$ cat config.mk
export PLATFORM = sky130hd
export DESIGN_NAME = datagram_ack_window_retransmit_unit
export DESIGN_NICKNAME = d
export VERILOG_FILES = /design/src/design/dawr_pkg.sv /design/src/design/dawr_entry_unit.sv /design/src/design/datagram_ack_window_retransmit_unit.sv
export SDC_FILE = /design/constraint.sdc
export NUM_CORES = 2
export LEC_CHECK = 0
export BUFFER_PORTS_ARGS = -buffer_cell sky130_fd_sc_hd__buf_2
export CAP_MARGIN = 25
export CORE_MARGIN = 2
export CORE_UTILIZATION = 55
export DETAILED_ROUTE_END_ITERATION = 7
export HOLD_SLACK_MARGIN = 0.08
export PLACE_DENSITY = 0.71
export SYNTH_ARGS = -nofsm -noshare
export SYNTH_HDL_FRONTEND = slang
export SYNTH_SLANG_ARGS = --single-unit
$ cat constraint.sdc
create_clock -name clk -period 6 [get_ports clk]
set_input_delay 0.3 -clock clk [delete_from_list [all_inputs] [get_ports clk]]
set_output_delay 0.3 -clock clk [all_outputs]
set_load 0.02 [all_outputs]
$ cat src/design/dawr_pkg.sv
// ----------------------------------------------------------------------------
// dawr_pkg: shared types and constants
// Field widths, opcodes, result kinds and history entry types for the
// reliable-datagram sequencing engine.
// ----------------------------------------------------------------------------
package dawr_pkg;

    localparam int SEQ_W     = 16;
    localparam int MASK_W    = 32;
    localparam int AGE_W     = 16;
    localparam int RETRY_W   = 8;
    localparam int KIND_W    = 3;
    localparam int OP_W      = 2;
    localparam int CFG_W     = 16;
    localparam int CFG_IDX_W = 1;
    localparam int SHIFT_W   = 5;

    localparam int ACK_WINDOW  = 32;
    localparam int MAX_RESULTS = 32;
    localparam int CNT_W       = 6;

    localparam logic [SEQ_W-1:0]   RETRY_INTERVAL_RST = 16'd100;
    localparam logic [RETRY_W-1:0] MAX_RETRIES_RST    = 8'd15;

    // Opcodes of an input item
    localparam logic [OP_W-1:0] OP_RECEIVE = 2'd0;
    localparam logic [OP_W-1:0] OP_SEND    = 2'd1;
    localparam logic [OP_W-1:0] OP_TICK    = 2'd2;

    // Result kinds
    localparam logic [KIND_W-1:0] KIND_ACCEPT = 3'd0;
    localparam logic [KIND_W-1:0] KIND_DUP    = 3'd1;
    localparam logic [KIND_W-1:0] KIND_SEND   = 3'd2;
    localparam logic [KIND_W-1:0] KIND_RESEND = 3'd3;
    localparam logic [KIND_W-1:0] KIND_IDLE   = 3'd4;

    // Configuration register indexes
    localparam logic [CFG_IDX_W-1:0] CFG_RETRY_INTERVAL = 1'b0;
    localparam logic [CFG_IDX_W-1:0] CFG_MAX_RETRIES    = 1'b1;

    typedef struct packed {
        logic [SEQ_W-1:0]   seq;
        logic [AGE_W-1:0]   age;
        logic [RETRY_W-1:0] retries;
    } entry_t;

    typedef struct packed {
        logic ack_hit;
        logic seq_match;
        logic is_free;
        logic resend;
        logic drop;
        logic age_inc;
    } entry_act_t;

endpackage

$ cat src/design/dawr_entry_unit.sv
// ----------------------------------------------------------------------------
// dawr_entry_unit: per-entry decision unit
// Shared compare unit applied to one history entry per cycle: ack match on
// receive, seq match and free check on send, age, resend and drop on tick.
// ----------------------------------------------------------------------------
module dawr_entry_unit
(
    input  logic [dawr_pkg::OP_W-1:0]    op,
    input  logic                         ent_valid,
    input  dawr_pkg::entry_t             ent,
    input  logic [dawr_pkg::SEQ_W-1:0]   peer_ack,
    input  logic [dawr_pkg::MASK_W-1:0]  peer_ack_mask,
    input  logic [dawr_pkg::SEQ_W-1:0]   send_seq,
    input  logic [dawr_pkg::SEQ_W-1:0]   retry_interval,
    input  logic [dawr_pkg::RETRY_W-1:0] max_retries,
    input  logic                         resend_cap,
    output dawr_pkg::entry_act_t         act,
    output dawr_pkg::entry_t             upd
);

    logic [dawr_pkg::SEQ_W-1:0] diff;
    logic [dawr_pkg::SEQ_W-1:0] diff_m1;
    logic                       in_window;
    logic                       due;
    logic                       can_retry;

    assign diff      = peer_ack - ent.seq;
    assign diff_m1   = diff - 16'd1;
    assign in_window = (diff != '0)
                    && (diff <= dawr_pkg::SEQ_W'(dawr_pkg::ACK_WINDOW));
    assign due       = (ent.age >= retry_interval);
    assign can_retry = (ent.retries < max_retries);

    always_comb
    begin
        act = '0;
        upd = ent;
        unique case (op)
            dawr_pkg::OP_RECEIVE:
            begin
                act.ack_hit = ent_valid && ((diff == '0)
                           || (in_window && peer_ack_mask[diff_m1[dawr_pkg::SHIFT_W-1:0]]));
            end
            dawr_pkg::OP_SEND:
            begin
                act.seq_match = ent_valid && (ent.seq == send_seq);
                act.is_free   = !ent_valid;
            end
            dawr_pkg::OP_TICK:
            begin
                act.resend  = ent_valid && due && can_retry && !resend_cap;
                act.drop    = ent_valid && due && !can_retry;
                act.age_inc = ent_valid && !due && (ent.age != '1);
                if (act.resend)
                begin
                    upd.age     = '0;
                    upd.retries = ent.retries + 8'd1;
                end
                else if (act.age_inc)
                begin
                    upd.age = ent.age + 16'd1;
                end
            end
            default:
            begin
                act = '0;
            end
        endcase
    end

endmodule

$ cat src/design/datagram_ack_window_retransmit_unit.sv
// ----------------------------------------------------------------------------
// datagram_ack_window_retransmit_unit: reliable-datagram sequencing engine
// Tracks the receive ack window, assigns send sequence numbers and keeps a
// retransmit history that is scanned one entry per cycle.
// ----------------------------------------------------------------------------
// Usage:
//   Input channel: drive opcode and its fields with start high; the item is
//   taken at the edge where start is high and busy is low. busy then stays
//   high until all results of the item are out.
//   Result channel: each result is on the result ports for one cycle with
//   result_valid high; last marks the final result of an item. Results are
//   never held back, so the receiver must take each one as it appears.
//   Config: cfg_we, cfg_index, cfg_data write retry_interval (index 0) or
//   max_retries (index 1); write only while busy is low.
//   Walk: every item walks the whole history once through a single shared
//   entry unit and one memory read port, one entry per cycle. busy is low
//   while the last result of an item is on the result ports, so the next
//   item can be taken at the edge that takes that result, never before.
//   Resends of a tick come out during the walk: each is held until the next
//   one is found or the walk ends, so that the final one can carry last.
//   Reset: clears the sequence counter, the receive window and all history
//   valid bits, and loads the configuration defaults. No clearing pass is
//   needed; entry contents are read only behind their valid bits.
// ----------------------------------------------------------------------------
module datagram_ack_window_retransmit_unit
#(
    parameter int HISTORY_DEPTH = 32
)
(
    input  logic                           clk,
    input  logic                           rst_n,
    input  logic                           start,
    output logic                           busy,
    input  logic                           cfg_we,
    input  logic [dawr_pkg::CFG_IDX_W-1:0] cfg_index,
    input  logic [dawr_pkg::CFG_W-1:0]     cfg_data,
    input  logic [dawr_pkg::OP_W-1:0]      opcode,
    input  logic [dawr_pkg::SEQ_W-1:0]     rx_seq,
    input  logic [dawr_pkg::SEQ_W-1:0]     peer_ack,
    input  logic [dawr_pkg::MASK_W-1:0]    peer_ack_mask,
    input  logic                           reliable,
    output logic                           result_valid,
    output logic [dawr_pkg::KIND_W-1:0]    kind,
    output logic [dawr_pkg::SEQ_W-1:0]     seq_out,
    output logic [dawr_pkg::SEQ_W-1:0]     ack_out,
    output logic [dawr_pkg::MASK_W-1:0]    ack_mask_out,
    output logic                           history_full,
    output logic                           last
);

    localparam int IDX_W = (HISTORY_DEPTH > 1) ? $clog2(HISTORY_DEPTH) : 1;
    localparam logic [IDX_W-1:0] LAST_IDX = IDX_W'(HISTORY_DEPTH - 1);

    typedef enum logic [1:0] {
        S_IDLE,
        S_SCAN,
        S_DRAIN,
        S_FINISH
    } state_t;

    // Control and configuration
    state_t                          state_reg, state_next;
    logic [dawr_pkg::SEQ_W-1:0]      retry_interval_reg, retry_interval_next;
    logic [dawr_pkg::RETRY_W-1:0]    max_retries_reg, max_retries_next;

    // Protocol state
    logic [dawr_pkg::SEQ_W-1:0]      next_sequence_reg, next_sequence_next;
    logic [dawr_pkg::SEQ_W-1:0]      latest_reg, latest_next;
    logic [dawr_pkg::MASK_W-1:0]     rmask_reg, rmask_next;
    logic [HISTORY_DEPTH-1:0]        valid_reg, valid_next;

    // Latched input item
    logic [dawr_pkg::OP_W-1:0]       op_reg, op_next;
    logic [dawr_pkg::SEQ_W-1:0]      rx_reg, rx_next;
    logic [dawr_pkg::SEQ_W-1:0]      pack_reg, pack_next;
    logic [dawr_pkg::MASK_W-1:0]     pmask_reg, pmask_next;
    logic                            rel_reg, rel_next;

    // Scan sequencer
    logic [IDX_W-1:0]                scan_idx_reg, scan_idx_next;
    logic [IDX_W-1:0]                eval_idx_reg, eval_idx_next;
    logic                            eval_v_reg, eval_v_next;
    logic                            match_found_reg, match_found_next;
    logic [IDX_W-1:0]                match_idx_reg, match_idx_next;
    logic                            free_found_reg, free_found_next;
    logic [IDX_W-1:0]                free_idx_reg, free_idx_next;
    logic                            pend_v_reg, pend_v_next;
    logic [dawr_pkg::SEQ_W-1:0]      pend_seq_reg, pend_seq_next;
    logic [dawr_pkg::CNT_W-1:0]      res_cnt_reg, res_cnt_next;

    // Result registers
    logic                            result_valid_reg, result_valid_next;
    logic [dawr_pkg::KIND_W-1:0]     kind_reg, kind_next;
    logic [dawr_pkg::SEQ_W-1:0]      seq_out_reg, seq_out_next;
    logic [dawr_pkg::SEQ_W-1:0]      ack_out_reg, ack_out_next;
    logic [dawr_pkg::MASK_W-1:0]     ack_mask_out_reg, ack_mask_out_next;
    logic                            history_full_reg, history_full_next;
    logic                            last_reg, last_next;

    // History memory
    dawr_pkg::entry_t                entry_mem [HISTORY_DEPTH];
    dawr_pkg::entry_t                mem_q_reg;
    logic                            mem_we;
    logic [IDX_W-1:0]                mem_waddr;
    dawr_pkg::entry_t                mem_wdata;

    // Entry unit
    dawr_pkg::entry_act_t            act;
    dawr_pkg::entry_t                upd;
    logic [dawr_pkg::SEQ_W-1:0]      send_seq;
    logic                            resend_cap;

    // Receive window
    logic [dawr_pkg::SEQ_W-1:0]      fwd, fwd_m1, back, back_m1;
    logic [dawr_pkg::SEQ_W-1:0]      win_latest;
    logic [dawr_pkg::MASK_W-1:0]     win_mask;
    logic [dawr_pkg::MASK_W-1:0]     win_bit;
    logic                            win_dup;
    logic [IDX_W-1:0]                slot;

    assign send_seq   = next_sequence_reg + 16'd1;
    assign resend_cap = (res_cnt_reg == dawr_pkg::CNT_W'(dawr_pkg::MAX_RESULTS));
    assign slot       = match_found_reg ? match_idx_reg : free_idx_reg;

    dawr_entry_unit u_entry
    (
        .op             (op_reg),
        .ent_valid      (valid_reg[eval_idx_reg]),
        .ent            (mem_q_reg),
        .peer_ack       (pack_reg),
        .peer_ack_mask  (pmask_reg),
        .send_seq       (send_seq),
        .retry_interval (retry_interval_reg),
        .max_retries    (max_retries_reg),
        .resend_cap     (resend_cap),
        .act            (act),
        .upd            (upd)
    );

    // Move the ack window for a received sequence, with 16-bit wraparound
    always_comb
    begin
        fwd        = rx_reg - latest_reg;
        fwd_m1     = fwd - 16'd1;
        back       = latest_reg - rx_reg;
        back_m1    = back - 16'd1;
        win_latest = latest_reg;
        win_mask   = rmask_reg;
        win_bit    = '0;
        win_dup    = 1'b0;
        if (fwd == '0)
        begin
            win_dup = 1'b1;
        end
        else if (!fwd[dawr_pkg::SEQ_W-1])
        begin
            win_latest = rx_reg;
            if (fwd <= dawr_pkg::SEQ_W'(dawr_pkg::ACK_WINDOW))
            begin
                win_bit  = dawr_pkg::MASK_W'(1) << fwd_m1[dawr_pkg::SHIFT_W-1:0];
                win_mask = win_bit;
                if (fwd < dawr_pkg::SEQ_W'(dawr_pkg::ACK_WINDOW))
                begin
                    win_mask = win_bit | (rmask_reg << fwd[dawr_pkg::SHIFT_W-1:0]);
                end
            end
            else
            begin
                win_mask = '0;
            end
        end
        else if (back <= dawr_pkg::SEQ_W'(dawr_pkg::ACK_WINDOW))
        begin
            win_bit  = dawr_pkg::MASK_W'(1) << back_m1[dawr_pkg::SHIFT_W-1:0];
            win_dup  = |(rmask_reg & win_bit);
            win_mask = rmask_reg | win_bit;
        end
        else
        begin
            win_dup = 1'b1;
        end
    end

    // Memory write: aging and resend updates during a tick walk, new entry at
    // the end of a reliable send
    always_comb
    begin
        mem_we    = 1'b0;
        mem_waddr = eval_idx_reg;
        mem_wdata = upd;
        if (eval_v_reg && (op_reg == dawr_pkg::OP_TICK) && (act.resend || act.age_inc))
        begin
            mem_we = 1'b1;
        end
        else if ((state_reg == S_FINISH) && (op_reg == dawr_pkg::OP_SEND) && rel_reg
                 && (match_found_reg || free_found_reg))
        begin
            mem_we            = 1'b1;
            mem_waddr         = slot;
            mem_wdata.seq     = send_seq;
            mem_wdata.age     = '0;
            mem_wdata.retries = '0;
        end
    end

    always_comb
    begin
        state_next          = state_reg;
        retry_interval_next = retry_interval_reg;
        max_retries_next    = max_retries_reg;
        next_sequence_next  = next_sequence_reg;
        latest_next         = latest_reg;
        rmask_next          = rmask_reg;
        valid_next          = valid_reg;
        op_next             = op_reg;
        rx_next             = rx_reg;
        pack_next           = pack_reg;
        pmask_next          = pmask_reg;
        rel_next            = rel_reg;
        scan_idx_next       = scan_idx_reg;
        eval_idx_next       = eval_idx_reg;
        eval_v_next         = eval_v_reg;
        match_found_next    = match_found_reg;
        match_idx_next      = match_idx_reg;
        free_found_next     = free_found_reg;
        free_idx_next       = free_idx_reg;
        pend_v_next         = pend_v_reg;
        pend_seq_next       = pend_seq_reg;
        res_cnt_next        = res_cnt_reg;
        result_valid_next   = 1'b0;
        kind_next           = kind_reg;
        seq_out_next        = seq_out_reg;
        ack_out_next        = ack_out_reg;
        ack_mask_out_next   = ack_mask_out_reg;
        history_full_next   = 1'b0;
        last_next           = 1'b0;

        if (cfg_we)
        begin
            unique case (cfg_index)
                dawr_pkg::CFG_RETRY_INTERVAL: retry_interval_next = cfg_data;
                dawr_pkg::CFG_MAX_RETRIES:
                    max_retries_next = cfg_data[dawr_pkg::RETRY_W-1:0];
                default: ;
            endcase
        end

        unique case (state_reg)
            S_IDLE:
            begin
                if (start)
                begin
                    op_next          = opcode;
                    rx_next          = rx_seq;
                    pack_next        = peer_ack;
                    pmask_next       = peer_ack_mask;
                    rel_next         = reliable;
                    scan_idx_next    = '0;
                    eval_v_next      = 1'b0;
                    match_found_next = 1'b0;
                    free_found_next  = 1'b0;
                    pend_v_next      = 1'b0;
                    res_cnt_next     = '0;
                    state_next       = S_SCAN;
                end
            end
            S_SCAN:
            begin
                eval_v_next   = 1'b1;
                eval_idx_next = scan_idx_reg;
                if (scan_idx_reg == LAST_IDX)
                begin
                    state_next = S_DRAIN;
                end
                else
                begin
                    scan_idx_next = scan_idx_reg + 1'b1;
                end
            end
            S_DRAIN:
            begin
                eval_v_next = 1'b0;
                state_next  = S_FINISH;
            end
            S_FINISH:
            begin
                result_valid_next = 1'b1;
                last_next         = 1'b1;
                state_next        = S_IDLE;
                unique case (op_reg)
                    dawr_pkg::OP_RECEIVE:
                    begin
                        latest_next       = win_latest;
                        rmask_next        = win_mask;
                        kind_next         = win_dup ? dawr_pkg::KIND_DUP
                                                    : dawr_pkg::KIND_ACCEPT;
                        seq_out_next      = rx_reg;
                        ack_out_next      = win_latest;
                        ack_mask_out_next = win_mask;
                    end
                    dawr_pkg::OP_SEND:
                    begin
                        next_sequence_next = send_seq;
                        if (rel_reg)
                        begin
                            if (match_found_reg || free_found_reg)
                            begin
                                valid_next[slot] = 1'b1;
                            end
                            else
                            begin
                                history_full_next = 1'b1;
                            end
                        end
                        kind_next         = dawr_pkg::KIND_SEND;
                        seq_out_next      = send_seq;
                        ack_out_next      = latest_reg;
                        ack_mask_out_next = rmask_reg;
                    end
                    dawr_pkg::OP_TICK:
                    begin
                        kind_next         = pend_v_reg ? dawr_pkg::KIND_RESEND
                                                       : dawr_pkg::KIND_IDLE;
                        seq_out_next      = pend_v_reg ? pend_seq_reg : '0;
                        ack_out_next      = '0;
                        ack_mask_out_next = '0;
                    end
                    default:
                    begin
                        kind_next         = dawr_pkg::KIND_IDLE;
                        seq_out_next      = '0;
                        ack_out_next      = '0;
                        ack_mask_out_next = '0;
                    end
                endcase
            end
            default:
            begin
                state_next = S_IDLE;
            end
        endcase

        // Act on the entry read out of the memory last cycle
        if (eval_v_reg)
        begin
            unique case (op_reg)
                dawr_pkg::OP_RECEIVE:
                begin
                    if (act.ack_hit)
                    begin
                        valid_next[eval_idx_reg] = 1'b0;
                    end
                end
                dawr_pkg::OP_SEND:
                begin
                    if (rel_reg && act.seq_match && !match_found_reg)
                    begin
                        match_found_next = 1'b1;
                        match_idx_next   = eval_idx_reg;
                    end
                    if (rel_reg && act.is_free && !free_found_reg)
                    begin
                        free_found_next = 1'b1;
                        free_idx_next   = eval_idx_reg;
                    end
                end
                dawr_pkg::OP_TICK:
                begin
                    if (act.resend)
                    begin
                        // Release the held resend; the newest one waits so
                        // that the final one can carry last
                        if (pend_v_reg)
                        begin
                            result_valid_next = 1'b1;
                            kind_next         = dawr_pkg::KIND_RESEND;
                            seq_out_next      = pend_seq_reg;
                            ack_out_next      = '0;
                            ack_mask_out_next = '0;
                        end
                        pend_v_next   = 1'b1;
                        pend_seq_next = mem_q_reg.seq;
                        res_cnt_next  = res_cnt_reg + 1'b1;
                    end
                    if (act.drop)
                    begin
                        valid_next[eval_idx_reg] = 1'b0;
                    end
                end
                default: ;
            endcase
        end
    end

    always_ff @(posedge clk or negedge rst_n)
    begin
        if (!rst_n)
        begin
            state_reg          <= S_IDLE;
            retry_interval_reg <= dawr_pkg::RETRY_INTERVAL_RST;
            max_retries_reg    <= dawr_pkg::MAX_RETRIES_RST;
            next_sequence_reg  <= '0;
            latest_reg         <= '0;
            rmask_reg          <= '0;
            valid_reg          <= '0;
            op_reg             <= '0;
            rx_reg             <= '0;
            pack_reg           <= '0;
            pmask_reg          <= '0;
            rel_reg            <= 1'b0;
            scan_idx_reg       <= '0;
            eval_idx_reg       <= '0;
            eval_v_reg         <= 1'b0;
            match_found_reg    <= 1'b0;
            match_idx_reg      <= '0;
            free_found_reg     <= 1'b0;
            free_idx_reg       <= '0;
            pend_v_reg         <= 1'b0;
            pend_seq_reg       <= '0;
            res_cnt_reg        <= '0;
            result_valid_reg   <= 1'b0;
            kind_reg           <= '0;
            seq_out_reg        <= '0;
            ack_out_reg        <= '0;
            ack_mask_out_reg   <= '0;
            history_full_reg   <= 1'b0;
            last_reg           <= 1'b0;
        end
        else
        begin
            state_reg          <= state_next;
            retry_interval_reg <= retry_interval_next;
            max_retries_reg    <= max_retries_next;
            next_sequence_reg  <= next_sequence_next;
            latest_reg         <= latest_next;
            rmask_reg          <= rmask_next;
            valid_reg          <= valid_next;
            op_reg             <= op_next;
            rx_reg             <= rx_next;
            pack_reg           <= pack_next;
            pmask_reg          <= pmask_next;
            rel_reg            <= rel_next;
            scan_idx_reg       <= scan_idx_next;
            eval_idx_reg       <= eval_idx_next;
            eval_v_reg         <= eval_v_next;
            match_found_reg    <= match_found_next;
            match_idx_reg      <= match_idx_next;
            free_found_reg     <= free_found_next;
            free_idx_reg       <= free_idx_next;
            pend_v_reg         <= pend_v_next;
            pend_seq_reg       <= pend_seq_next;
            res_cnt_reg        <= res_cnt_next;
            result_valid_reg   <= result_valid_next;
            kind_reg           <= kind_next;
            seq_out_reg        <= seq_out_next;
            ack_out_reg        <= ack_out_next;
            ack_mask_out_reg   <= ack_mask_out_next;
            history_full_reg   <= history_full_next;
            last_reg           <= last_next;
        end
    end

    // History memory: one write port, one registered read port
    always_ff @(posedge clk)
    begin
        if (mem_we)
        begin
            entry_mem[mem_waddr] <= mem_wdata;
        end
        mem_q_reg <= entry_mem[scan_idx_reg];
    end

    assign busy         = (state_reg != S_IDLE);
    assign result_valid = result_valid_reg;
    assign kind         = kind_reg;
    assign seq_out      = seq_out_reg;
    assign ack_out      = ack_out_reg;
    assign ack_mask_out = ack_mask_out_reg;
    assign history_full = history_full_reg;
    assign last         = last_reg;

`ifndef SYNTHESIS
    assert property (@(posedge clk) disable iff (!rst_n)
        start && !busy |=> busy)
    else $error("accepted item did not raise busy");

    assert property (@(posedge clk) disable iff (!rst_n)
        result_valid && last |=> !result_valid)
    else $error("result emitted right after the final result of an item");

    assert property (@(posedge clk) disable iff (!rst_n)
        result_valid && (kind == dawr_pkg::KIND_SEND || kind == dawr_pkg::KIND_ACCEPT
                         || kind == dawr_pkg::KIND_DUP) |-> last)
    else $error("single-result item without last");

    assert property (@(posedge clk) disable iff (!rst_n)
        history_full |-> result_valid && kind == dawr_pkg::KIND_SEND)
    else $error("history_full outside a send result");

    assert property (@(posedge clk) disable iff (!rst_n)
        result_valid && !last |-> busy && kind == dawr_pkg::KIND_RESEND)
    else $error("non-final result outside a tick walk");
`endif

endmodule

==> flow_metrics.tcl <==
set metrics [dict create \
    nNetsFinal 4781 \
    seq_area_frac_synth_pct 66.9 \
    vias_per_cell 6.51 \
    fin_crit_ns 4.92 \
    critPathMaxStageDelay_ns 0.69 \
    grt_setup_unrepaired "no" \
    wl_per_cell_um 29.3 \
    slew_headroom_pct 31.1 \
    status "completed" \
    grt_pass1_vias 41700 \
    yosysUniqueCellTypes 97 \
    syn_area_per_cell_um2 16.5 \
    async_flop_share_pct 18.8 \
    r2r_slack_ns 1.08 \
    syn_nets 4417 \
    cp-start-kind "flop" \
    fillers 8678 \
    core_area_mm2 0.126 \
    path_cells "inv_1, ha_2, inv_1, fa_1, a21o_1, a21oi_1, xor2_1, nand4_1, a2111o_1, a21o_1, or4_1, a21oi_4, a21oi_1, nand2b_1" \
    crit_required_ns 6.64 \
    std_cell_rows 130 \
    insertion_delay_ns 0.80 \
    cp-end-kind "flop" \
    synth_top_family_by_area "multiplexers" \
    arrival_ns 5.56 \
    die_area_mm2 0.130 \
    fin_area_mm2 0.0804 \
    drc_errors 0 \
    fp.dieW_um 361 \
    fmax_ghz 0.203 \
    worstMarginPinSlew_ns 1.03 \
    worstSetupPathType "flop to flop" \
    yosys.area_share.simple_pct 5.13 \
    cts-root-buf "clkbuf_16" \
    fin_crit_sh_pct 82.1 \
    post_cts_resize_count 0 \
    timing.rr.start "latest_reg[0]" \
    placed_area_mm2 0.0739 \
    syn_to_final_growth_pct 14.8 \
    setup_tns_ns 0 \
    cts.sinks 1625 \
    synthFlopType "edfxtp_1" \
    synth_compound_area_share_pct 6.34 \
    synthAdderAreaFrac_pct 1.55 \
    antenna_found_initial 3 \
    start_util_pct 55.6 \
    setup_viol_count_final 0 \
    crit_slowest_cell "xor2_1" \
    ff2ff_path_depth 14 \
    r2r-end "kind[0]" \
    detail_route.iter0.violations 5325 \
    track_usage_pct 28.9 \
    largest_reg_flops 1280 \
    peakVddDrop_mv 0.411 \
    synth_top_area_cell "edfxtp_1" \
    hold_viol 0 \
    drive_gt1_share_pct 26.3 \
    overflow 0 \
    place_ws_ns 0.982 \
    synth_top_area_share_pct 54.9 \
    htree_levels 4 \
    drt-total-wl_mm 187 \
    hp-class "primary input to async pin" \
    clk_pin_slew_worst_paths_ns 0.07 \
    synth_edf_count 1280 \
    yosys-top-cells-count "edfxtp_1, mux4_2, dfrtp_1" \
    slew_viol_final 0 \
    yosys-top-cells-area "edfxtp_1, mux4_2, dfrtp_1, mux2_2, o21ai_0" \
    power_per_cell_area_mw_per_mm2 520 \
    maxCapViolCount 0 \
    clk_path_buf_depth 3 \
    finalClockSkew_ns 0.0553 \
    grt_max_degree 137 \
    synthesis.area_mm2 0.0701 \
    p_leak_nw 27.7 \
    cts_made_buffers 162 \
    tritoncts "done" \
    netlist_instances 4244 \
    post_cts_buffers 0 \
    setup_slack_ns 1.08 \
    yosys_warnings 0 \
    synth_seq_cells 1625 \
    io_buffers 158 \
    firstDrtPassIters 8 \
    grt_pass1_wl_mm 278 \
    ioPinCount 159 \
    yosysMostFrequentCell "edfxtp_1" \
    num_vias 41600 \
    synth_mux_area_share_pct 17.0 \
    die_h_um 361 \
    crit_fanout 11 \
    drtAntennaViolNets 0 \
    synth_xor_area_share_pct 1.20 \
    gp_congestion 0.976 \
    dpl.hpwl_mm 115 \
]
-- layout by cell type, fill, tap and decap left out, types with 22 or more instances in the layout --
cell type,instances
nor3_1,43
dfxtp_1,40
xor2_1,36
a211oi_1,27
nand2b_1,31
buf_2,157
a31oi_1,58
a21o_1,29
edfxtp_1,1280
nand2_1,274
mux4_2,431
nor2_1,175
clkinv_2,29
nor2_4,34
mux2i_1,50
buf_4,130
dfrtp_1,293
ha_1,81
inv_1,103
a22oi_1,22
o21ai_0,206
nand4_1,30
dlygate4sd3_1,120
xnor2_1,52
nand3_1,55
mux2_2,149
a21oi_1,143
clkbuf_1,42
clkbuf_16,162
-- how the worst max path moves through the flow --
| stage | end | startpoint | cells after the start | slack (ns) |
|---|---|---|---|---|
| after floorplan | entry_mem[1][0] | state_reg[0] | 12 | 1.28 |
| after global placement | ack_mask_out[16] | latest_reg[0] | 14 | 1.17 |
| after detailed placement | entry_mem[2][19] | eval_idx_reg[1] | 9 | 0.98 |
| after CTS | entry_mem[17][19] | eval_idx_reg[1] | 9 | 0.94 |
| after global routing | entry_mem[20][21] | eval_idx_reg[1] | 10 | 0.83 |
| final | kind[0] | latest_reg[0] | 14 | 1.08 |
-- worst max-delay path, delay by kind of cell (launching register included) --
kind	cells	cell delay (ns)
AO/OA/AOI/OAI	6	1.68
XOR/XNOR	1	0.69
adder cells (fa/ha/maj)	2	0.67
flip-flops	1	0.42
AND/OR/NAND/NOR	3	1.19
buffers and inverters	2	0.14
-- where the power goes --
| part | leakage, nW | internal, mW | switching (mW) | total [mW] |
|---|---|---|---|---|
| clock network | 2.57 | 5.73 | 4.35 | 10.1 |
| registers | 15.8 | 14.4 | 1.06 | 15.4 |
| logic | 9.33 | 6.18 | 10.2 | 16.3 |
| total | 27.7 | 26.3 | 15.6 | 41.9 |
-- cell type report --
cell class | instances | area (um2) | area share (%)
clock buffers | 216 | 4380 | 5.44
inverters | 106 | 398 | 0.495
repair buffers | 440 | 3540 | 4.41
multi-input cells | 2273 | 22200 | 27.7
diodes | 1 | 2.50 | 0.00311
clock inverters | 82 | 896 | 1.11
flip-flops and latches | 1625 | 46900 | 58.3
well taps | 1650 | 2060 | 2.57
-- metal layers --
metal | share of wire [%] | GRT usage (%) | vias up
li1 | - | - | 17600
met1 | 40 | 41.5 | 21500
met2 | 48 | 45.7 | 2167
met3 | 8.8 | 4.54 | 361
met4 | 3.5 | 10.2 | 0
met5 | 0 | 0 | -
-- cell families (layout without fill, tap and decap cells) --
group                    Yosys count  count (layout)
XOR/XNOR                          94              94
AND/OR/NAND/NOR                  770             770
other                              0               1
flip-flops                      1625            1625
buffers and inverters            346             844
multiplexers                     631             631
AO/OA/AOI/OAI                    693             693
adder cells (fa/ha/maj)           85              85
-- repair_timing --
action	CTS	global route
hold buffers	120	0
endpoints found under the hold margin	200	0
setup endpoints to repair	0	0
-- through the flow --
stage	util, %	cells	power [mW]	hold WS (ns)
after floorplan	-	4244	26.3	0.00441
after global placement	58.5	5960	31.2	0.411
final	63.8	6393	41.9	0.111
after global routing	63.8	6393	43.6	0.163
after detailed placement	58.6	5968	31.5	0.407
after CTS	63.7	6386	41.7	0.136
Power figures use the tool's default switching activity.
